[src/design/sgpw_pkg.sv]
// shared types and constants of the scaled glyph pixel writer
// no dependencies
package sgpw_pkg;

   localparam int GLYPH_SIZE   = 8;
   localparam int GLYPH_COL_W  = 3;
   localparam int SCALE_W      = 3;
   localparam int QUEUE_DEPTH  = 4;
   localparam int QUEUE_PTR_W  = 2;
   localparam int QUEUE_CNT_W  = 3;
   localparam int CSR_INDEX_W  = 3;
   localparam int CSR_DATA_W   = 24;

   // register indexes
   localparam logic [CSR_INDEX_W-1:0] CSR_PIXEL_FORMAT = 3'd0;
   localparam logic [CSR_INDEX_W-1:0] CSR_SCALE        = 3'd1;
   localparam logic [CSR_INDEX_W-1:0] CSR_LINE_PITCH   = 3'd2;
   localparam logic [CSR_INDEX_W-1:0] CSR_DARK_COLOR   = 3'd3;
   localparam logic [CSR_INDEX_W-1:0] CSR_LIGHT_COLOR  = 3'd4;

   // pixel formats
   localparam logic [1:0] FMT_GRAY8  = 2'd0;
   localparam logic [1:0] FMT_RGB565 = 2'd1;
   localparam logic [1:0] FMT_RGB24  = 2'd2;
   localparam logic [1:0] FMT_RGB32  = 2'd3;

   localparam logic [7:0] ALPHA_OPAQUE = 8'hFF;

   typedef struct packed {
      logic [7:0] glyph_bits;
      logic [9:0] char_column;
      logic [9:0] char_row;
      logic [4:0] line_in_cell;
      logic       invert;
   } req_type;

   typedef struct packed {
      logic [31:0] byte_address;
      logic [31:0] pixel_word;
      logic [2:0]  byte_count;
      logic        last_pixel;
   } rsp_type;

   typedef struct packed {
      logic [1:0]  pixel_format;
      logic [2:0]  scale;
      logic [15:0] line_pitch;
      logic [23:0] dark_color;
      logic [23:0] light_color;
   } cfg_type;

   // one cell line ready for drawing
   typedef struct packed {
      logic [31:0]        base_address;
      logic [31:0]        fg_word;
      logic [31:0]        bg_word;
      logic [2:0]         byte_count;
      logic [7:0]         glyph_bits;
      logic [SCALE_W-1:0] scale_m1;
   } job_type;

endpackage

[src/design/sgpw_front.sv]
// front end: accepts a font row, resolves colors and the line base address
// depends on sgpw_pkg
module sgpw_front
   import sgpw_pkg::*;
#(
   parameter int MAX_SCALE = 4
) (
   input  logic                   clock,
   input  logic                   reset,
   input  logic                   start,
   output logic                   busy,
   input  req_type                req_data,
   input  cfg_type                cfg,
   input  logic [QUEUE_CNT_W-1:0] queue_level,
   output logic                   push,
   output job_type                push_data
);

   function automatic logic [31:0] format_color(input logic [23:0] color,
                                                input logic [1:0]  fmt);
      logic [31:0] word;
      unique case (fmt)
         FMT_GRAY8:  word = {24'd0, color[7:0]};
         FMT_RGB565: word = {16'd0, color[23:19], color[15:10], color[7:3]};
         FMT_RGB24:  word = {8'd0, color};
         FMT_RGB32:  word = {ALPHA_OPAQUE, color};
         default:    word = {8'd0, color};
      endcase
      return word;
   endfunction

   function automatic logic [2:0] format_bytes(input logic [1:0] fmt);
      logic [2:0] n;
      unique case (fmt)
         FMT_GRAY8:  n = 3'd1;
         FMT_RGB565: n = 3'd2;
         FMT_RGB24:  n = 3'd3;
         FMT_RGB32:  n = 3'd4;
         default:    n = 3'd4;
      endcase
      return n;
   endfunction

   logic accept;
   logic [SCALE_W-1:0] eff_scale;
   logic [23:0] fg_color, bg_color;

   // stage a
   logic        va_ff, va_in;
   req_type     req_a_ff;
   logic [SCALE_W-1:0] scale_a_ff;
   logic [31:0] fg_a_ff, bg_a_ff;
   logic [2:0]  bytes_a_ff;

   // stage b
   logic        vb_ff, vb_in;
   logic [15:0] y_b_ff, x_b_ff;
   logic [5:0]  cell_a;
   logic [31:0] fg_b_ff, bg_b_ff;
   logic [2:0]  bytes_b_ff;
   logic [7:0]  bits_b_ff;
   logic [SCALE_W-1:0] scale_b_ff;

   // stage c
   logic        vc_ff, vc_in;
   logic [31:0] yp_c_ff;
   logic [17:0] xb_c_ff;
   logic [31:0] fg_c_ff, bg_c_ff;
   logic [2:0]  bytes_c_ff;
   logic [7:0]  bits_c_ff;
   logic [SCALE_W-1:0] scale_c_ff;

   logic [QUEUE_CNT_W:0] pending;

   // items in flight plus queued ones never exceed the queue depth
   assign pending = {1'b0, queue_level} + (QUEUE_CNT_W+1)'(va_ff)
                    + (QUEUE_CNT_W+1)'(vb_ff) + (QUEUE_CNT_W+1)'(vc_ff);
   assign busy    = pending >= (QUEUE_CNT_W+1)'(QUEUE_DEPTH);
   assign accept  = start && !busy;

   always_comb begin
      if (cfg.scale == 3'd0) begin
         eff_scale = 3'd1;
      end else if ({1'b0, cfg.scale} > 4'(MAX_SCALE)) begin
         eff_scale = 3'(MAX_SCALE);
      end else begin
         eff_scale = cfg.scale;
      end
      fg_color = req_data.invert ? cfg.light_color : cfg.dark_color;
      bg_color = req_data.invert ? cfg.dark_color  : cfg.light_color;
   end

   assign va_in  = accept;
   assign vb_in  = va_ff;
   assign vc_in  = vb_ff;
   assign cell_a = {scale_a_ff, 3'b000};

   always_ff @(posedge clock) begin
      if (reset) begin
         va_ff <= 1'b0;
         vb_ff <= 1'b0;
         vc_ff <= 1'b0;
      end else begin
         va_ff <= va_in;
         vb_ff <= vb_in;
         vc_ff <= vc_in;
      end
   end

   always_ff @(posedge clock) begin
      if (accept) begin
         req_a_ff   <= req_data;
         scale_a_ff <= eff_scale;
         fg_a_ff    <= format_color(fg_color, cfg.pixel_format);
         bg_a_ff    <= format_color(bg_color, cfg.pixel_format);
         bytes_a_ff <= format_bytes(cfg.pixel_format);
      end
      // cell origin in pixels
      y_b_ff     <= 16'(req_a_ff.char_row * cell_a) + 16'(req_a_ff.line_in_cell);
      x_b_ff     <= 16'(req_a_ff.char_column * cell_a);
      fg_b_ff    <= fg_a_ff;
      bg_b_ff    <= bg_a_ff;
      bytes_b_ff <= bytes_a_ff;
      bits_b_ff  <= req_a_ff.glyph_bits;
      scale_b_ff <= scale_a_ff;
      // pixel origin to bytes
      yp_c_ff    <= y_b_ff * cfg.line_pitch;
      xb_c_ff    <= 18'(x_b_ff * bytes_b_ff);
      fg_c_ff    <= fg_b_ff;
      bg_c_ff    <= bg_b_ff;
      bytes_c_ff <= bytes_b_ff;
      bits_c_ff  <= bits_b_ff;
      scale_c_ff <= scale_b_ff;
   end

   assign push                   = vc_ff;
   assign push_data.base_address = yp_c_ff + {14'd0, xb_c_ff};
   assign push_data.fg_word      = fg_c_ff;
   assign push_data.bg_word      = bg_c_ff;
   assign push_data.byte_count   = bytes_c_ff;
   assign push_data.glyph_bits   = bits_c_ff;
   assign push_data.scale_m1     = scale_c_ff - SCALE_W'(1);

endmodule

[src/design/sgpw_queue.sv]
// short job queue between front end and pixel sequencer
// depends on sgpw_pkg
module sgpw_queue
   import sgpw_pkg::*;
(
   input  logic                   clock,
   input  logic                   reset,
   input  logic                   push,
   input  job_type                push_data,
   input  logic                   pop,
   output job_type                head,
   output logic                   empty,
   output logic [QUEUE_CNT_W-1:0] level
);

   job_type entry_ff [QUEUE_DEPTH];
   logic [QUEUE_PTR_W-1:0] wr_ptr_ff, wr_ptr_in;
   logic [QUEUE_PTR_W-1:0] rd_ptr_ff, rd_ptr_in;
   logic [QUEUE_CNT_W-1:0] count_ff, count_in;

   assign wr_ptr_in = push ? wr_ptr_ff + QUEUE_PTR_W'(1) : wr_ptr_ff;
   assign rd_ptr_in = pop  ? rd_ptr_ff + QUEUE_PTR_W'(1) : rd_ptr_ff;
   assign count_in  = count_ff + QUEUE_CNT_W'(push) - QUEUE_CNT_W'(pop);

   always_ff @(posedge clock) begin
      if (reset) begin
         wr_ptr_ff <= '0;
         rd_ptr_ff <= '0;
         count_ff  <= '0;
      end else begin
         wr_ptr_ff <= wr_ptr_in;
         rd_ptr_ff <= rd_ptr_in;
         count_ff  <= count_in;
      end
   end

   always_ff @(posedge clock) begin
      if (push) begin
         entry_ff[wr_ptr_ff] <= push_data;
      end
   end

   assign head  = entry_ff[rd_ptr_ff];
   assign empty = count_ff == '0;
   assign level = count_ff;

endmodule

[src/design/sgpw_back.sv]
// pixel sequencer: expands one job into 8*scale framebuffer writes
// depends on sgpw_pkg
module sgpw_back
   import sgpw_pkg::*;
#(
   parameter int MAX_SCALE = 4
) (
   input  logic    clock,
   input  logic    reset,
   input  job_type head,
   input  logic    empty,
   output logic    pop,
   output logic    rsp_valid,
   output rsp_type rsp_data
);

   localparam int SUB_W = (MAX_SCALE > 1) ? $clog2(MAX_SCALE) : 1;

   logic                   active_ff, active_in;
   job_type                job_ff;
   logic [SUB_W-1:0]       sub_ff, sub_in;
   logic [GLYPH_COL_W-1:0] col_ff, col_in;
   logic [31:0]            addr_ff, addr_in;
   logic                   sub_end, last_now;
   logic                   valid_ff;
   rsp_type                rsp_ff, rsp_in;

   assign sub_end  = sub_ff == job_ff.scale_m1[SUB_W-1:0];
   assign last_now = sub_end && (col_ff == GLYPH_COL_W'(GLYPH_SIZE - 1));
   assign pop      = !empty && (!active_ff || last_now);

   always_comb begin
      active_in = active_ff;
      sub_in    = sub_ff;
      col_in    = col_ff;
      addr_in   = addr_ff + {29'd0, job_ff.byte_count};
      if (pop) begin
         active_in = 1'b1;
         sub_in    = '0;
         col_in    = '0;
         addr_in   = head.base_address;
      end else if (active_ff) begin
         if (last_now) begin
            active_in = 1'b0;
         end
         if (sub_end) begin
            sub_in = '0;
            col_in = col_ff + GLYPH_COL_W'(1);
         end else begin
            sub_in = sub_ff + SUB_W'(1);
         end
      end
      rsp_in.byte_address = addr_ff;
      rsp_in.pixel_word   = job_ff.glyph_bits[col_ff] ? job_ff.fg_word : job_ff.bg_word;
      rsp_in.byte_count   = job_ff.byte_count;
      rsp_in.last_pixel   = last_now;
   end

   always_ff @(posedge clock) begin
      if (reset) begin
         active_ff <= 1'b0;
         valid_ff  <= 1'b0;
         sub_ff    <= '0;
         col_ff    <= '0;
      end else begin
         active_ff <= active_in;
         valid_ff  <= active_ff;
         sub_ff    <= sub_in;
         col_ff    <= col_in;
      end
   end

   always_ff @(posedge clock) begin
      addr_ff <= addr_in;
      rsp_ff  <= rsp_in;
      if (pop) begin
         job_ff <= head;
      end
   end

   assign rsp_valid = valid_ff;
   assign rsp_data  = rsp_ff;

endmodule

[src/design/scaled_glyph_pixel_writer.sv]
// top level of the scaled glyph pixel writer: csr bank, front end, queue, sequencer
// depends on sgpw_pkg, sgpw_front, sgpw_queue, sgpw_back
// rows pass front stages a, b, c, the queue, the sequencer and its output register
// throughput: one pixel transfer per cycle while a row is being written, set by the
// pixel sequencer; rows follow each other with no gap while the queue holds work
// reset: synchronous, clears all control state and loads the csr reset values
// the receiver cannot stall: every strobed pixel is taken at the end of its cycle
module scaled_glyph_pixel_writer
   import sgpw_pkg::*;
#(
   parameter int MAX_SCALE = 4
) (
   input  logic                   clock,
   input  logic                   reset,
   input  logic                   start,
   output logic                   busy,
   input  req_type                req_data,
   output logic                   rsp_valid,
   output rsp_type                rsp_data,
   input  logic                   csr_we,
   input  logic [CSR_INDEX_W-1:0] csr_index,
   input  logic [CSR_DATA_W-1:0]  csr_wdata
);

   // csr bank
   logic [1:0]  pixel_format_ff;
   logic [2:0]  scale_ff;
   logic [15:0] line_pitch_ff;
   logic [23:0] dark_color_ff;
   logic [23:0] light_color_ff;
   cfg_type     cfg;

   // front to queue to sequencer
   logic                   push, pop, empty;
   job_type                push_data, head;
   logic [QUEUE_CNT_W-1:0] queue_level;

   // register writes, indexes beyond the list are dropped
   always_ff @(posedge clock) begin
      if (reset) begin
         pixel_format_ff <= FMT_GRAY8;
         scale_ff        <= 3'd1;
         line_pitch_ff   <= 16'd2048;
         dark_color_ff   <= 24'h000000;
         light_color_ff  <= 24'hFFFFFF;
      end else if (csr_we) begin
         unique case (csr_index)
            CSR_PIXEL_FORMAT: pixel_format_ff <= csr_wdata[1:0];
            CSR_SCALE:        scale_ff        <= csr_wdata[2:0];
            CSR_LINE_PITCH:   line_pitch_ff   <= csr_wdata[15:0];
            CSR_DARK_COLOR:   dark_color_ff   <= csr_wdata;
            CSR_LIGHT_COLOR:  light_color_ff  <= csr_wdata;
            default: ;
         endcase
      end
   end

   assign cfg.pixel_format = pixel_format_ff;
   assign cfg.scale        = scale_ff;
   assign cfg.line_pitch   = line_pitch_ff;
   assign cfg.dark_color   = dark_color_ff;
   assign cfg.light_color  = light_color_ff;

   // front end: three stages, color formatting then address multiplies
   sgpw_front #(
      .MAX_SCALE(MAX_SCALE)
   ) u_front (
      .clock      (clock),
      .reset      (reset),
      .start      (start),
      .busy       (busy),
      .req_data   (req_data),
      .cfg        (cfg),
      .queue_level(queue_level),
      .push       (push),
      .push_data  (push_data)
   );

   // job queue, front stops accepting once in-flight plus queued work fills it
   sgpw_queue u_queue (
      .clock    (clock),
      .reset    (reset),
      .push     (push),
      .push_data(push_data),
      .pop      (pop),
      .head     (head),
      .empty    (empty),
      .level    (queue_level)
   );

   // pixel sequencer, one transfer per cycle while it holds a job
   sgpw_back #(
      .MAX_SCALE(MAX_SCALE)
   ) u_back (
      .clock    (clock),
      .reset    (reset),
      .head     (head),
      .empty    (empty),
      .pop      (pop),
      .rsp_valid(rsp_valid),
      .rsp_data (rsp_data)
   );

   // queue never overfills thanks to the credit count on busy
   assert property (@(posedge clock) disable iff (reset)
      queue_level <= QUEUE_CNT_W'(QUEUE_DEPTH))
      else $error("job queue overfilled");

   // no pop from an empty queue
   assert property (@(posedge clock) disable iff (reset) pop |-> !empty)
      else $error("pop from empty job queue");

   // a cell line is written without gaps
   assert property (@(posedge clock) disable iff (reset)
      rsp_valid && !rsp_data.last_pixel |=> rsp_valid)
      else $error("gap inside a cell line");

   // neighboring pixels of one line are one pixel apart in bytes
   assert property (@(posedge clock) disable iff (reset)
      rsp_valid && !rsp_data.last_pixel |=>
         rsp_data.byte_address == $past(rsp_data.byte_address)
                                  + {29'd0, $past(rsp_data.byte_count)})
      else $error("pixel address step mismatch");

endmodule

[config.mk]
export PLATFORM = sky130hd
export DESIGN_NAME = scaled_glyph_pixel_writer
export DESIGN_NICKNAME = d
export VERILOG_FILES = /design/src/design/sgpw_pkg.sv /design/src/design/sgpw_front.sv /design/src/design/sgpw_queue.sv /design/src/design/sgpw_back.sv /design/src/design/scaled_glyph_pixel_writer.sv
export SDC_FILE = /design/constraint.sdc
export NUM_CORES = 2
export LEC_CHECK = 0
export ABC_AREA = 1
export BUFFER_PORTS_ARGS = -buffer_cell sky130_fd_sc_hd__buf_2
export CAP_MARGIN = 20
export CORE_ASPECT_RATIO = 1.25
export CORE_MARGIN = 5
export CORE_UTILIZATION = 45
export DETAILED_ROUTE_END_ITERATION = 8
export PLACE_DENSITY = 0.73
export SETUP_SLACK_MARGIN = 0.15
export SYNTH_ARGS = -nofsm -noshare
export SYNTH_HDL_FRONTEND = slang
export SYNTH_SLANG_ARGS = --single-unit
[constraint.sdc]
create_clock -name clock -period 9 [get_ports clock]
set_input_delay 0.45 -clock clock [delete_from_list [all_inputs] [get_ports clock]]
set_output_delay 0.45 -clock clock [all_outputs]
set_load 0.005 [all_outputs]
# After elaboration in Yosys (flattened, before gate mapping)
# Memory sizes are Yosys's and may differ from the RTL's. A register that Yosys moved wholly into a read port is not among the register bits.
# Cells that the tools add are included.
dict set report word_totals {
  regBits 598
  ram_bits 440
  input_bits 65
  out_inout_bits 70
  elab_cells 115
  memories 1
}
dict set report op_classes {
  add_sub_neg 13
  n_mul 4
  order_cmp 3
  eq_ne 9
  muxes 18
  n_reduce_logical 19
}
# memory depth width rd rd_ports_with_merged_regs write_ports line_no
set mem_list {}
lappend mem_list {u_queue.entry_ff 4 110 1 1 1 sgpw_queue.sv:16} ;# job_type entry_ff [QUEUE_DEPTH];
# cell n
set op_table {}
lappend op_table {{case mux 32 bit (4 select lines)} 2}
lappend op_table {{2-to-1 mux 32 bit} 2}
lappend op_table {{2-to-1 mux 24 bit} 2}
lappend op_table {{adder 32 x 18 -> 32 bit} 1}
lappend op_table {{adder 32 x 3 -> 32 bit} 1}
lappend op_table {{multiplier 16 x 16 -> 32 bit} 1}
lappend op_table {{multiplier 10 x 3 -> 13 bit} 2}
lappend op_table {{adder 16 x 5 -> 16 bit} 1}
lappend op_table {{multiplier 13 x 3 -> 15 bit} 1}
lappend op_table {{case mux 3 bit (4 select lines)} 1}
lappend op_table {{AND reduction 2 bit} 6}
lappend op_table {{zero test 3 bit} 3}
lappend op_table {{adder 4 x 1 -> 4 bit} 2}
lappend op_table {{adder 2 x 1 -> 2 bit, second input constant} 3}
lappend op_table {{equality test 3 x 2 -> 1 bit, second input constant} 2}
lappend op_table {{equality test 3 bit, second input constant} 2}
lappend op_table {{2-to-1 mux 1 bit} 6}
lappend op_table {{2-to-1 mux 2 bit} 3}
lappend op_table {{adder 3 x 1 -> 4 bit} 1}
lappend op_table {{equality test 2 bit, second input constant} 2}
lappend op_table {{>= comparator 4 x 3 -> 1 bit, second input constant} 1}
lappend op_table {{< comparator 3 x 4 -> 1 bit, second input constant} 1}
lappend op_table {{OR reduction 2 bit} 2}
lappend op_table {{adder 3 x 1 -> 3 bit} 1}
lappend op_table {{other kinds (13)} 17}

# Longest topological paths before layout
dict set report depth {
  depth_word 6
  ltp_mapped 25
  ltp_nobuf 23
}

# Modules after synthesis
# From an unflattened synthesis, not the netlist that was laid out.
dict set report hier_totals {
  hier_cells 4754
  hier_area_um2 48074.9
}
# module instances cells_each area_per_inst_um2 seq_area_each_um2
set by_module_without_submodules {}
lappend by_module_without_submodules {sgpw_front 1 2404 21048.9 6676.4}
lappend by_module_without_submodules {sgpw_queue 1 1338 17728.3 13392.8}
lappend by_module_without_submodules {sgpw_back 1 624 6478.7 4454.3}
lappend by_module_without_submodules {scaled_glyph_pixel_writer 1 388 2819.0 1381.3}

# Least setup slack after synthesis
# OpenSTA, ideal clock, no wires.
dict set report synth_timing {
  kind {register to register}
  start {reg u_queue.count_ff[0] (netlist: u_queue.level[0])}
  end {reg u_front.bg_a_ff[0], enable pin}
  setup_ps 533
  arrival_ps 4995
  required_ps 8467
  slack_ps 3472
  stages_incl_launch_ff 5
  n_path_buf 0
  synth_period_minus_slack_ps 5528
  cell_sequence {dfxtp_1 -> fa_1 -> ha_1 -> a311o_1 -> nor2_1}
}
dict set report synth_between {
  elab_chain_cells 6
}
# item line_no
set synth_rtl {}
lappend synth_rtl {{start: declaration} sgpw_queue.sv:19} ;# logic [QUEUE_CNT_W-1:0] count_ff, count_in;
lappend synth_rtl {{start signal: assignment} sgpw_queue.sv:33} ;# count_ff <= count_in;
lappend synth_rtl {{adder 3 x 1 -> 4 bit} sgpw_front.sv:76} ;# assign pending = {1'b0, queue_level} + (QUEUE_CNT_W+1)'(va_ff)
lappend synth_rtl {{adder 4 x 1 -> 4 bit (2 in a row)} sgpw_front.sv:77} ;# + (QUEUE_CNT_W+1)'(vb_ff) + (QUEUE_CNT_W+1)'(vc_ff);
lappend synth_rtl {{>= comparator 4 x 3 -> 1 bit} sgpw_front.sv:78} ;# assign busy = pending >= (QUEUE_CNT_W+1)'(QUEUE_DEPTH);
lappend synth_rtl {{net busy} scaled_glyph_pixel_writer.sv:16} ;# output logic busy,
lappend synth_rtl {{zero test 1 bit} sgpw_front.sv:79} ;# assign accept = start && !busy;
lappend synth_rtl {{logical AND 1 bit} sgpw_front.sv:79}
lappend synth_rtl {{net u_front.accept} sgpw_front.sv:44} ;# logic accept;
lappend synth_rtl {{end signal: assignment} sgpw_front.sv:115} ;# bg_a_ff <= format_color(bg_color, cfg.pixel_format);
lappend synth_rtl {{end: declaration} sgpw_front.sv:52} ;# logic [31:0] fg_a_ff, bg_a_ff;
# The timed path passes the listed nets, and every way through them passes these cells.
# A chain may end at the register's enable or synchronous reset.

# Worst setup path in the final report
dict set report layout_timing {
  start {reg u_front.y_b_ff[7]}
  end {reg u_front.yp_c_ff[31]}
}
dict set report layout_between {
  elab_chain_cells 1
}
# item line_no
set layout_rtl {}
lappend layout_rtl {{start: declaration} sgpw_front.sv:57} ;# logic [15:0] y_b_ff, x_b_ff;
lappend layout_rtl {{start signal: assignment} sgpw_front.sv:119} ;# y_b_ff <= 16'(req_a_ff.char_row * cell_a) + 16'(req_a_ff.line_in_cell);
lappend layout_rtl {{multiplier 16 x 16 -> 32 bit} sgpw_front.sv:127} ;# yp_c_ff <= y_b_ff * cfg.line_pitch;
lappend layout_rtl {{end signal: assignment} sgpw_front.sv:127}
lappend layout_rtl {{end: declaration} sgpw_front.sv:66} ;# logic [31:0] yp_c_ff;
# Every way passes these cells.

==> metrics.txt <==
status finished clean; Lkg Pwr 21.17 nW; Worst Setup SP u_front.y_b_ff[7]; DRC violations left 0; TNS Setup 0 ns; r2r worst-path depth 23; Worst R2R End u_front.yp_c_ff[31]; Synth Instances 4212; Critical Path Sink u_front.yp_c_ff[31]; top-area cell type share of the netlist area 36.30%; die width 286.5 µm; ys flop type edfxtp_1; worst ir drop on vdd 0.1870 mV; minimum clock period 5.809 ns; GRT Total Usage 19.17%; share of cells above drive strength 1 7.996%; first-pass GRT wire length 155.7 mm; root cell of the clock tree clkbuf_16; Synth cell types 50; GRT overflow 0; Final Cycle Share 64.54%; post-route cell area 0.04791 mm²; register area 0.02321 mm²; Slew HR 24.75%; Slew @ Worst Pin 1.129 ns; CP arrival 6.35 ns; DR top layer met4; RSZ-0062 raised after global routing false; Layout area overhead 11.37%; CTS tree yes; CP Capture Type flop; Max FO, Critical Path 16; Fill cells 8320; Routed WL 98.26 mm; worst-case clock buffer depth 3; Final Hold Viols 0; Placed Area 0.04466 mm²; clock-pin slew on the worst setup and hold paths 0.06 ns; vias 28830; DRT antenna net count 0; multi-input logic area 0.01667 mm²; critical path launch point type flop; fin. max-slew vios 0; WHS 0.02516 ns; drt pass-1 iters 6; Core Box Area 0.09475 mm²; CTS Buf Count 86; die height 355.7 µm; DPL Wire Length 67.26 mm; number of synthesized flops with an enable pin 520; sequential area share after synthesis 53.94%; number of global-route vias before repair 29180; final worst-path setup slack 3.191 ns; Setup WS pre-CTS 3.270 ns; DRT met1 WL 38.70 mm; ys async rst share 0%; Hold Crit Class input pin to flop; Nets 4774; first-iteration detailed-routing DRC count 2040; worst r2r src u_front.y_b_ff[7]; GP Congestion 0.9357; clock latency on the worst-skew pair 0.68 ns; #FFs+latches synth 899; Die ar. 0.1019 mm²; R2R setup slack 3.19 ns; wire length per cell 17.35 µm; Synth Net Count 4683; Final Skew 0.06031 ns; Critical Setup Path Class flop to flop; Cell Area, Synth 0.04302 mm²; area leader, netlist edfxtp_1; setup bufs post-CTS 0; fmax 0.1721 GHz; Max-Cap Viols 0; Power Density 297.4 mW/mm²; largest cells by area after synthesis edfxtp_1, dfxtp_1, fa_1; Initial Util 45.40%; antenna violations before repair 5; Critical Path RT 9.54 ns; largest net degree at the start of global routing 96; Final setup viols 0; routed length on met2 51.01 mm; Total Power 0.01425 W; number of core rows 126; YS warnings 0; # clock sinks 899; WL met3 5.285 mm; Ports 135; I/O Buffers 134; H-tree Lvls 3; syn_area_per_cell 10.21 µm²; routed vias/inst 5.092
## layout by cell type, fill, tap and decap left out, types with 5 or more instances in the layout
cell type,Yosys,final
nand2_1,828,828
inv_1,620,613
edfxtp_1,520,520
dfxtp_1,379,377
nor2_1,341,340
o21ai_0,323,323
fa_1,229,229
ha_1,177,177
buf_2,20,134
o22ai_1,121,121
a21oi_1,109,109
clkbuf_16,0,90
nand3_1,83,83
xor2_1,68,68
xnor2_1,41,41
dlygate4sd3_1,0,39
nor3_1,29,29
nand4_1,29,29
clkbuf_1,154,26
o21ai_1,24,23
buf_4,12,19
nand2_2,15,15
clkinv_2,0,14
o21ai_2,11,11
inv_2,9,10
clkinv_1,0,9
inv_4,0,8
a21o_1,8,8
clkbuf_8,0,8
diode_2,0,6
nand3b_1,6,6
nor2_2,6,6
nand3_2,5,5
nor2_4,4,5
## state kept, by name (all words and copies together) (netlist names), 13 cells and up, named ones only
register          count
u_front.x_b_ff       13
u_front.bg_c_ff      24
dark_color_ff        24
u_back.job_ff        61
u_front.fg_b_ff      25
u_front.req_a_ff     33
line_pitch_ff        16
u_back.rsp_data      61
u_front.y_b_ff       16
u_front.yp_c_ff      32
u_front.bg_a_ff      25
u_front.bg_b_ff      24
light_color_ff       24
u_queue.entry_ff    372
u_front.xb_c_ff      15
u_front.fg_c_ff      25
u_back.addr_ff       32
u_front.fg_a_ff      24
## cell families after synthesis
kind of cell | synth area share, %
compound gates | 7.885
xor+xnor | 2.219
fa+ha+maj | 15.81
buf+inv | 7.362
flops | 53.94
mux | 0.02327
simple gates | 12.77
## area by class of cell
| cell class | instances | area share, % |
|---|---|---|
| Clock buffer | 124 | 5.134 |
| Sequential cell | 899 | 48.44 |
| Multi-Input combinational cell | 2494 | 34.79 |
| Clock inverter | 38 | 0.7339 |
| Inverter | 629 | 4.959 |
| Antenna cell | 6 | 0.03134 |
| Tap cell | 1280 | 3.343 |
| Timing Repair Buffer | 193 | 2.570 |
## layer usage
| metal | GRT usage (%) | up-vias |
|---|---|---|
| met1 | 23.06 | 14020 |
| met5 | 0 | - |
| met2 | 34.98 | 795 |
| met3 | 2.706 | 204 |
| li1 | - | 13810 |
| met4 | 6.944 | 0 |
## synth_stat cells (11+ instances only)
library cell / instances
nand2_2: 15
nor2_1: 341
xor2_1: 68
a21oi_1: 109
nor3_1: 29
clkbuf_1: 154
buf_2: 20
dfxtp_1: 379
nand4_1: 29
o21ai_2: 11
fa_1: 229
nand2_1: 828
ha_1: 177
xnor2_1: 41
nand3_1: 83
o22ai_1: 121
o21ai_1: 24
inv_1: 620
buf_4: 12
edfxtp_1: 520
o21ai_0: 323
## critical path, cell delays in order (launching register included)
cell and delay (ns):
dfxtp_1 0.81, nand2_1 0.18, fa_1 0.56, inv_1 0.05, fa_1 0.53, inv_1 0.07
fa_1 0.54, inv_1 0.05, fa_1 0.45, fa_1 0.49, inv_1 0.05, fa_1 0.47
inv_1 0.04, ha_1 0.36, nand2_1 0.15, inv_1 0.05, a21oi_1 0.25, nand2_1 0.11
nand2_1 0.08, nand3_1 0.12, nand2_1 0.10, nand2_1 0.05, nand2_1 0.07, nand2_1 0.05
## worst min path at each step
stage | startpoint | end | slack (ns) | cells after the start
after floorplan | u_front.bg_b_ff[0] | u_front.bg_c_ff[0] | 0.31 | 0
after global placement | u_front.fg_b_ff[6] | u_front.fg_c_ff[6] | 0.31 | 0
after detailed placement | u_front.bits_b_ff[6] | u_front.bits_c_ff[6] | 0.31 | 0
after CTS | csr_wdata[16] | light_color_ff[16] | 0.003 | 3
after global routing | csr_wdata[16] | light_color_ff[16] | 0.03 | 3
final | csr_wdata[16] | light_color_ff[16] | 0.03 | 3
## power by group
part           total (W)  switching [W]  internal (W)  leakage (nW)
Sequential       0.00606       0.000650       0.00541          7.93
Clock            0.00355        0.00158       0.00196          1.38
Combinational    0.00465        0.00306       0.00158          11.9
Total             0.0142        0.00529       0.00895          21.2
## what timing repair did
item                      in CTS  in global routing
hold endpoints to repair      39                  0
resized for setup              0                  0
hold buffers                  39                  0
## stage by stage
step,util (%),std cells
6_report,50.57,5663
5_1_grt,50.55,5658
4_1_cts,50.51,5655
3_5_place_dp,47.13,5454
3_3_place_gp,47.13,5454
2_1_floorplan,-,4212
No activity file was read; power rests on OpenSTA's default activity.
